**src/hdl/bale_pkg.sv**
```systemverilog
`timescale 1ns / 1ps

package bale_pkg;

	// Storage geometry.
	localparam int DEPTH   = 16;
	localparam int VALUE_W = 32;
	localparam int IDX_W   = $clog2(DEPTH);
	localparam int CNT_W   = $clog2(DEPTH + 1);

	// Fixed port field widths.
	localparam int PORT_VAL_W = 32;
	localparam int CAP_W      = 5;
	localparam int POS_W      = 5;
	localparam int FIDX_W     = 4;

	// Width used for all position and count arithmetic; one spare bit so
	// that count + 1 never wraps.
	localparam int CMP_W = ((CNT_W > POS_W) ? CNT_W : POS_W) + 1;

	localparam logic [CAP_W-1:0] CAP_RESET = CAP_W'(16);

	typedef logic [VALUE_W-1:0] value_t;
	typedef logic [CMP_W-1:0]   cmp_t;

	typedef enum logic [2:0] {
		FN_ADD_FRONT  = 3'd0,
		FN_ADD_BACK   = 3'd1,
		FN_INSERT     = 3'd2,
		FN_TAKE_FRONT = 3'd3,
		FN_TAKE_BACK  = 3'd4,
		FN_ERASE      = 3'd5,
		FN_SEARCH     = 3'd6
	} func_t;

	typedef enum logic [1:0] {
		ERR_OK    = 2'd0,
		ERR_FULL  = 2'd1,
		ERR_EMPTY = 2'd2,
		ERR_POS   = 2'd3
	} err_t;

	// Broadcast control seen by every cell of the chain.
	typedef struct packed {
		logic ins;
		logic del;
		cmp_t at_k;
		cmp_t cnt;
	} cell_ctl_t;

endpackage

```
**src/hdl/bounded_array_list_engine.sv**
```systemverilog
`timescale 1ns / 1ps

// Ordered list of up to capacity_limit signed values, held in a chain of
// register cells. Every accepted item is one request (push front or back,
// insert at a 1-based position, pop front or back, erase at a 1-based
// position, or search) and produces exactly one result item carrying the
// removed value, the search outcome, an error code and the list status
// after the request. A request is worked in the cycle it is accepted: all
// cells shift toward or away from the addressed slot at once, and the
// search compares every live cell in parallel, so one item is taken per
// clock while the result register is free or being drained. A result that
// waits under out_stall holds off the next item through in_stall. The
// capacity register resets to 16 and should only be written while no
// result is outstanding; values above the cell count are treated as the
// cell count. Cells have no reset; only live entries are ever reported.
module bounded_array_list_engine import bale_pkg::*; (
	input  logic                          clk,
	input  logic                          arst_n,
	// Configuration: capacity_limit.
	input  logic                          wr_en,
	input  logic [CAP_W-1:0]              wr_data,
	// Request channel.
	input  logic                          in_valid,
	output logic                          in_stall,
	input  logic [2:0]                    func,
	input  logic signed [PORT_VAL_W-1:0]  item_value,
	input  logic [POS_W-1:0]              slot_position,
	// Result channel.
	output logic                          out_valid,
	input  logic                          out_stall,
	output logic signed [PORT_VAL_W-1:0]  removed_value,
	output logic                          found_flag,
	output logic [FIDX_W-1:0]             found_index,
	output logic [1:0]                    error_code,
	output logic [CAP_W-1:0]              entry_count,
	output logic                          is_empty,
	output logic signed [PORT_VAL_W-1:0]  front_value,
	output logic signed [PORT_VAL_W-1:0]  back_value
);

	logic [CAP_W-1:0] cap_q;
	logic [CNT_W-1:0] count_q;
	logic             accept;

	value_t    cells_q [DEPTH];
	value_t    cells_d [DEPTH];
	logic      match   [DEPTH];
	cell_ctl_t ctl;
	value_t    new_val;

	// Request decode.
	func_t      fn;
	cmp_t       cnt_c;
	cmp_t       cap_c;
	cmp_t       cap_now;
	cmp_t       at;
	cmp_t       new_cnt;
	cmp_t       back_idx;
	err_t       err;
	value_t     removed;
	logic       found;
	logic [IDX_W-1:0] fidx;

	assign in_stall = out_valid && out_stall;
	assign accept   = in_valid && !in_stall;

	// The input value is sign-extended or cut to the stored width.
	assign new_val = VALUE_W'(item_value);

	assign fn    = func_t'(func);
	assign cnt_c = cmp_t'(count_q);
	assign cap_c = cmp_t'(cap_q);

	always_comb begin
		cap_now = (cap_c > cmp_t'(DEPTH)) ? cmp_t'(DEPTH) : cap_c;
		at      = '0;
		new_cnt = cnt_c;
		err     = ERR_OK;
		removed = '0;
		found   = 1'b0;
		fidx    = '0;
		ctl.ins = 1'b0;
		ctl.del = 1'b0;
		ctl.at_k = '0;
		ctl.cnt  = cnt_c;

		unique case (fn)
			FN_ADD_FRONT, FN_ADD_BACK, FN_INSERT: begin
				if (cnt_c >= cap_now) begin
					err = ERR_FULL;
				end else begin
					if (fn == FN_ADD_FRONT) begin
						at = cmp_t'(1);
					end else if (fn == FN_ADD_BACK) begin
						at = cnt_c + cmp_t'(1);
					end else begin
						at = cmp_t'(slot_position);
					end
					if (at == '0 || at > cnt_c + cmp_t'(1)) begin
						err = ERR_POS;
					end else begin
						ctl.ins  = accept;
						ctl.at_k = at - cmp_t'(1);
						new_cnt  = cnt_c + cmp_t'(1);
					end
				end
			end
			FN_TAKE_FRONT, FN_TAKE_BACK, FN_ERASE: begin
				if (cnt_c == '0) begin
					err = ERR_EMPTY;
				end else begin
					if (fn == FN_TAKE_FRONT) begin
						at = cmp_t'(1);
					end else if (fn == FN_TAKE_BACK) begin
						at = cnt_c;
					end else begin
						at = cmp_t'(slot_position);
					end
					if (at == '0 || at > cnt_c) begin
						err = ERR_POS;
					end else begin
						ctl.del  = accept;
						ctl.at_k = at - cmp_t'(1);
						removed  = cells_q[ctl.at_k[IDX_W-1:0]];
						new_cnt  = cnt_c - cmp_t'(1);
					end
				end
			end
			FN_SEARCH: begin
				// First live match wins; cells report live matches only.
				for (int i = 0; i < DEPTH; i++) begin
					if (!found && match[i]) begin
						found = 1'b1;
						fidx  = IDX_W'(i);
					end
				end
			end
			default: begin
				// Unused code: nothing changes, status is reported.
			end
		endcase
	end

	assign back_idx = new_cnt - cmp_t'(1);

	// Chain of cells; the ends see zero from outside.
	for (genvar g = 0; g < DEPTH; g++) begin : g_cell
		value_t left_v;
		value_t right_v;
		if (g == 0) begin : g_first
			assign left_v = '0;
		end else begin : g_left
			assign left_v = cells_q[g-1];
		end
		if (g == DEPTH - 1) begin : g_last
			assign right_v = '0;
		end else begin : g_right
			assign right_v = cells_q[g+1];
		end
		bale_cell u_cell (
			.clk       (clk),
			.ctl       (ctl),
			.my_idx    (cmp_t'(g)),
			.left_q    (left_v),
			.right_q   (right_v),
			.new_value (new_val),
			.key       (new_val),
			.value_q   (cells_q[g]),
			.value_d   (cells_d[g]),
			.match     (match[g])
		);
	end

	// Control registers.
	always_ff @(posedge clk or negedge arst_n) begin
		if (!arst_n) begin
			cap_q     <= CAP_RESET;
			count_q   <= '0;
			out_valid <= 1'b0;
		end else begin
			if (wr_en) begin
				cap_q <= wr_data;
			end
			if (accept) begin
				count_q   <= CNT_W'(new_cnt);
				out_valid <= 1'b1;
			end else if (!out_stall) begin
				out_valid <= 1'b0;
			end
		end
	end

	// Result register; status reflects the list after the request.
	always_ff @(posedge clk) begin
		if (accept) begin
			removed_value <= PORT_VAL_W'(signed'(removed));
			found_flag    <= found;
			found_index   <= FIDX_W'(fidx);
			error_code    <= err;
			entry_count   <= CAP_W'(new_cnt);
			is_empty      <= (new_cnt == '0);
			front_value   <= (new_cnt != '0) ? PORT_VAL_W'(signed'(cells_d[0])) : '0;
			back_value    <= (new_cnt != '0) ?
				PORT_VAL_W'(signed'(cells_d[back_idx[IDX_W-1:0]])) : '0;
		end
	end

	// The list never grows past the number of cells.
	a_count_bound: assert property (@(posedge clk) disable iff (!arst_n)
		cmp_t'(count_q) <= cmp_t'(DEPTH))
		else $error("entry count exceeds cell count");

	// The count moves only on an accepted item, and by one at most.
	a_count_step: assert property (@(posedge clk) disable iff (!arst_n)
		(count_q != $past(count_q)) |->
			($past(accept) && ((cmp_t'(count_q) == cmp_t'($past(count_q)) + cmp_t'(1)) ||
			(cmp_t'(count_q) + cmp_t'(1) == cmp_t'($past(count_q))))))
		else $error("entry count changed without a valid request");

	// A delivered result agrees with the live count it reports.
	a_result_count: assert property (@(posedge clk) disable iff (!arst_n)
		out_valid |-> ((CNT_W'(entry_count) == count_q) &&
			(is_empty == (count_q == '0))))
		else $error("result status disagrees with list state");

	// An accepted item always leaves a result pending.
	a_accept_result: assert property (@(posedge clk) disable iff (!arst_n)
		accept |=> out_valid)
		else $error("accepted item produced no result");

endmodule

```
**src/hdl/bale_cell.sv**
```systemverilog
`timescale 1ns / 1ps

module bale_cell import bale_pkg::*; (
	input  logic      clk,
	input  cell_ctl_t ctl,
	input  cmp_t      my_idx,
	input  value_t    left_q,
	input  value_t    right_q,
	input  value_t    new_value,
	input  value_t    key,
	output value_t    value_q,
	output value_t    value_d,
	output logic      match
);

	cmp_t idx_plus1;

	assign idx_plus1 = my_idx + cmp_t'(1);

	always_comb begin
		value_d = value_q;
		if (ctl.ins) begin
			if (my_idx == ctl.at_k) begin
				value_d = new_value;
			end else if (my_idx > ctl.at_k && my_idx <= ctl.cnt) begin
				value_d = left_q;
			end
		end else if (ctl.del) begin
			if (my_idx >= ctl.at_k && idx_plus1 < ctl.cnt) begin
				value_d = right_q;
			end
		end
	end

	// Only live cells take part in a search.
	assign match = (my_idx < ctl.cnt) && (value_q == key);

	always_ff @(posedge clk) begin
		value_q <= value_d;
	end

endmodule

```
**config.mk**
```make
export PLATFORM = sky130hd
export DESIGN_NAME = bounded_array_list_engine
export DESIGN_NICKNAME = d
export VERILOG_FILES = /design/src/hdl/bale_pkg.sv /design/src/hdl/bounded_array_list_engine.sv /design/src/hdl/bale_cell.sv
export SDC_FILE = /design/constraint.sdc
export NUM_CORES = 2
export LEC_CHECK = 0
export BUFFER_PORTS_ARGS = -buffer_cell sky130_fd_sc_hd__clkbuf_2
export CAP_MARGIN = 40
export CORE_ASPECT_RATIO = 2
export CORE_UTILIZATION = 35
export DETAILED_ROUTE_END_ITERATION = 10
export GPL_TIMING_DRIVEN = 0
export PLACE_DENSITY = 0.52
export SLEW_MARGIN = 20
export SYNTH_ARGS = -nofsm -noshare
export SYNTH_HDL_FRONTEND = slang
export SYNTH_SLANG_ARGS = --single-unit
```
**constraint.sdc**
```tcl
create_clock -name clk -period 7 [get_ports clk]
set_input_delay 1.05 -clock clk [delete_from_list [all_inputs] [get_ports clk]]
set_output_delay 1.05 -clock clk [all_outputs]
set_load 0.01 [all_outputs]
```
==> flow_metrics.py, run 1 <==
metrics = {
    "yosys": {
        "synthArstFlopShare_pct": 1.741,
        "syn_area_um2": 51770,
        "syn_inst": 6003,
        "synth_edf_count": 109,
        "yosys_register_bits": 632,
        "postSynthAreaPerCell_um2": 8.625,
        "ys_warn_count": 0,
        "synth_nets": 6077,
        "ys_seq_area_share_pct": 26.65,
        "ys_types": 122,
        "synth_ff_type": "dfxtp_1",
    },
    "clock_network": {
        "holdBufCountCts": 0,
        "clk_path_buf_depth": 3,
        "cts_sinks": 632,
        "cts-htree-levels": 3,
        "root_buffer": "clkbuf_16",
        "cts_buffers": 74,
    },
    "global_route": {
        "grt_pass1_wl_um": 909700,
        "grt_max_degree": 59,
        "grt_remaining_overflow": 7285,
        "grt_pass1_vias": 79850,
        "grt_util_all_layers_pct": 85.17,
    },
    "floorplanning": {
        "chipHeight_um": 545.9,
        "die_w_um": 274.0,
        "row_count": 199,
        "initial_core_util_pct": 35.24,
        "io_pins": 161,
    },
    "status": {
        "error_line": "[ERROR GRT-0116] Global routing finished with congestion. Check the congestion regions in the DRC Viewer.",
        "failed_stage": "global routing",
        "run_status": "stopped before the end",
    },
    "placement": {
        "place_congestion": 1.329,
        "io_buffers": 141,
        "dp_hpwl_um": 427100,
    },
}
## cell usage after synthesis, types with 77 or more instances
library cell / instances / share of area, %
nand2_1: 533 / 3.9
mux2i_1: 532 / 10
dfxtp_1: 512 / 20
nor2_1: 457 / 3.3
o21ai_0: 356 / 3.4
a21oi_1: 318 / 3.1
clkbuf_1: 298 / 2.2
xor2_1: 280 / 4.7
xnor2_1: 245 / 4.1
mux4_2: 160 / 7.0
buf_2: 129 / 1.2
o22ai_1: 115 / 1.4
a211oi_1: 114 / 1.7
edfxtp_1: 109 / 6.3
a221oi_1: 90 / 1.5
buf_1: 90 / 0.65
nand4_1: 90 / 1.1
o211ai_1: 90 / 1.3
nor3_1: 85 / 0.82
nor4_1: 85 / 1.0
mux2_2: 84 / 1.8
a22o_1: 83 / 1.4
inv_1: 77 / 0.56
## per-stage QoR
step	hold WS [ns]	area, um^2	worst slack [ns]	instances	utilization (%)
2_1_floorplan	0.4726	51770	0.3494	6003	-
3_3_place_gp	0.4850	54870	-7.380	8053	37.35
3_5_place_dp	0.5040	58630	-4.336	8300	39.91
4_1_cts	0.2154	61990	0.002580	8454	42.20
## cells by family after synthesis
logic type | synth area share [%]
DFF | 26.65
muxes | 19.14
and+or+nand+nor | 14.35
adders and majority gates | 0.5800
AOI/OAI and AO/OA | 24.39
xor gates and xnor gates | 9.166
buffers and inverters | 5.727
## routing by layer
layer	global-route usage, %	overflow
met5	32.70	22
met3	65.09	75
met2	107.4	5259
met4	89.00	1863
met1	81.79	66
## what timing repair did
item                       in CTS
pin swaps                      10
gates resized for setup       153
setup endpoints to repair     203
setup buffers                  23
==> run 2, diff against run 1 <==
--- a/config.mk
+++ b/config.mk
@@ -7,11 +7,10 @@
 export LEC_CHECK = 0
 export BUFFER_PORTS_ARGS = -buffer_cell sky130_fd_sc_hd__clkbuf_2
 export CAP_MARGIN = 40
-export CORE_ASPECT_RATIO = 2
-export CORE_UTILIZATION = 35
+export CORE_UTILIZATION = 20
 export DETAILED_ROUTE_END_ITERATION = 10
 export GPL_TIMING_DRIVEN = 0
-export PLACE_DENSITY = 0.52
+export PLACE_DENSITY_LB_ADDON = 0.15
 export SLEW_MARGIN = 20
 export SYNTH_ARGS = -nofsm -noshare
 export SYNTH_HDL_FRONTEND = slang
==> run 2 against run 1 <==
Compared with the run above: the flow now finishes, with violations (antenna violations, negative setup slack); synthesized cell count is the same; area after synthesis is the same.
==> flow_metrics.py, run 2 <==
metrics = {
    "status": {
        "run_status": "complete, but fails checks",
        "violations": "antenna violations, negative setup slack",
    },
    "setup_path": {
        "end_kind": "flip-flop",
        "reg2reg_to": "g_cell[14].u_cell.value_q[5]$_DFF_P_",
        "cp_max_fo": 10,
        "cp.arrival_ns": 7.96,
        "rrSetupSlack_ns": -0.31,
        "reg2regPathDepth": 17,
        "crit_type": "flip-flop to flip-flop",
        "cp.required_ns": 7.65,
        "timing.rr.start": "count_q[1]$_DFFE_PN0P_",
        "setup.worst_path.start_class": "flip-flop",
    },
    "timing": {
        "fin_crit_sh_pct": 104.5,
        "maxSlewHeadroom_pct": 28.55,
        "setup_viol": 89,
        "rsz0062_at_grt": "yes",
        "period_needed_ns": 7.312,
        "tightest_slew_ns": 1.067,
        "report.final.slew_viol_count": 0,
        "skew_ns": 0.05355,
        "tns_ns": -15.63,
        "hold_viol": 0,
        "fin_ws_ns": -0.3124,
        "max_freq_mhz": 136.8,
    },
    "drt": {
        "drt_iter0_markers": 11310,
        "vias": 67920,
        "drtAntennaViolNets": 1,
        "drt-total-wl_um": 678200,
        "wire_per_inst_um": 66.18,
        "viasPerCell": 6.627,
        "drc": 0,
        "first_pass_iters": 6,
    },
    "placement": {
        "io_buffers": 141,
        "place_area_um2": 63460,
        "dpl_worst_slack_ns": -5.025,
        "place_congestion": 1.108,
        "dp_hpwl_um": 557800,
    },
    "floorplanning": {
        "row_count": 186,
        "die_w_um": 510.8,
        "die_area_um2": 260900,
        "chipHeight_um": 510.8,
        "core-area_um2": 257200,
        "io_pins": 161,
        "initial_core_util_pct": 20.13,
    },
    "global_route": {
        "grt_pass1_wl_um": 815400,
        "antenna_found_initial": 169,
        "grt_pass1_vias": 59750,
        "grt_util_all_layers_pct": 50.21,
        "grt_remaining_overflow": 0,
        "grt_max_degree": 61,
    },
    "yosys": {
        "synth_edf_count": 109,
        "ys_types": 122,
        "yosys_register_bits": 632,
        "synth_nets": 6077,
        "ys_seq_area_share_pct": 26.65,
        "postSynthAreaPerCell_um2": 8.625,
        "syn_inst": 6003,
        "syn_area_um2": 51770,
        "synth_ff_type": "dfxtp_1",
        "synth_top_area_share_pct": 19.80,
        "synth_largest_area_cell": "dfxtp_1",
        "synthTopCellsByArea": "dfxtp_1, mux2i_1, mux4_2",
        "yosysMostFrequentCell": "nand2_1",
        "synthArstFlopShare_pct": 1.741,
        "ys_warn_count": 0,
        "synth_top_cells_by_count": "nand2_1, mux2i_1, dfxtp_1, nor2_1, o21ai_0",
    },
    "finish": {
        "drive_gt1_share_pct": 25.82,
        "fin_area_um2": 68720,
        "nFillCells": 27800,
        "largest-register": "g_cell.u_cell.value_q",
        "nets": 6709,
        "final_cell_mix": "mux2i_1, nand2_1, dfxtp_1, nor2_1, o21ai_0",
        "final_util_pct": 26.72,
        "multi_input_area_um2": 36340,
        "largest_register_ff_count": 512,
        "final_common_cell": "mux2i_1",
        "area_growth_pct": 32.73,
        "regArea_um2": 13810,
    },
    "clock_network": {
        "cts-htree-levels": 3,
        "clk_path_buf_depth": 3,
        "cts_sinks": 632,
        "cts_buffers": 97,
        "clkTransAtPathRegs_ns": 0.07,
        "root_buffer": "clkbuf_16",
        "clk_latency_ns": 0.82,
        "cts_tree": "done",
    },
    "flow_run": {
        "drv_cap": 0,
    },
    "worst_hold_path": {
        "hp-class": "input port to async pin",
    },
}
-- run 2: cell counts after synthesis --
Identical to the previous run, type by type.
-- run 2: kinds of logic (layout without fill, tap and decap cells) --
| kind of cell | Yosys count | in the layout | synth area share [%] |
|---|---|---|---|
| AOI/OAI and AO/OA | 1784 | 1784 | 24.39 |
| xor gates and xnor gates | 533 | 533 | 9.166 |
| adders and majority gates | 24 | 24 | 0.5800 |
| buffers and inverters | 669 | 1377 | 5.727 |
| DFF | 632 | 632 | 26.65 |
| muxes | 779 | 779 | 19.14 |
| other | 0 | 153 | 0 |
| and+or+nand+nor | 1582 | 1582 | 14.35 |
-- run 2: how the worst max path moves through the flow --
stage | start | to | slack (ns) | depth (start not counted)
final | count_q[1]$_DFFE_PN0P_ | g_cell[14].u_cell.value_q[5]$_DFF_P_ | -0.31 | 17
after floorplan | func[1] | back_value[26]$_SDFFCE_PP0P_ | 0.35 | 25
after CTS | func[0] | back_value[7]$_SDFFCE_PP0P_ | 0.0004 | 21
after detailed placement | func[0] | back_value[24]$_SDFFCE_PP0P_ | -5.03 | 31
after global routing | count_q[1]$_DFFE_PN0P_ | back_value[28]$_SDFFCE_PP0P_ | -0.04 | 22
after global placement | func[0] | back_value[16]$_SDFFCE_PP0P_ | -9.79 | 25
-- run 2: critical path: stages (launching register included) --
cell and delay [ns]:
dfrtp_2 0.42, buf_4 0.17, buf_4 0.16, a311oi_2 0.78, a31o_2 0.38, o32ai_1 0.18
o31a_1 0.44, buf_4 0.18, o2111ai_4 0.32, buf_4 0.44, clkbuf_2 0.65, buf_4 0.48
buf_4 0.49, buf_4 0.50, clkbuf_2 0.39, buf_12 0.25, clkbuf_2 0.60, a31oi_1 0.18
-- run 2: what timing repair did --
action	in CTS	in global routing
gates resized for setup	239	54
buffers inserted	36	15
endpoints found under the setup margin	321	60
hold buffers	0	0
pin swaps	21	14
-- run 2: area by class of cell --
class | count | area share (%)
repair buffers | 542 | 10.39
inverters | 85 | 0.5171
clock inverters | 41 | 0.6719
diodes | 153 | 0.5572
plain buffers | 575 | 4.800
multi-input cells | 4702 | 52.89
clock buffers | 134 | 3.926
flip-flops and latches | 632 | 20.09
well taps | 3384 | 6.161
-- run 2: routing by layer --
layer | vias to the layer above | wire length (um) | global-route usage (%)
li1 | 24180 | - | -
met1 | 35200 | 256000 | 57.51
met2 | 6448 | 269100 | 69.17
met3 | 2023 | 77620 | 21.34
met4 | 60 | 74980 | 48.31
met5 | - | 520 | 0.2740
-- run 2: per-stage QoR --
stage | hold WS [ns] | std cells
6_report | 0.1087 | 10250
5_1_grt | 0.1577 | 10130
4_1_cts | 0.08338 | 10070
3_5_place_dp | 0.5008 | 9866
3_3_place_gp | 0.4980 | 9528
2_1_floorplan | 0.4726 | 6003
Power of run 2 is left out: the tool's default activity adds up to more than one toggle a clock period on the data nets, which glitch-free logic cannot reach.
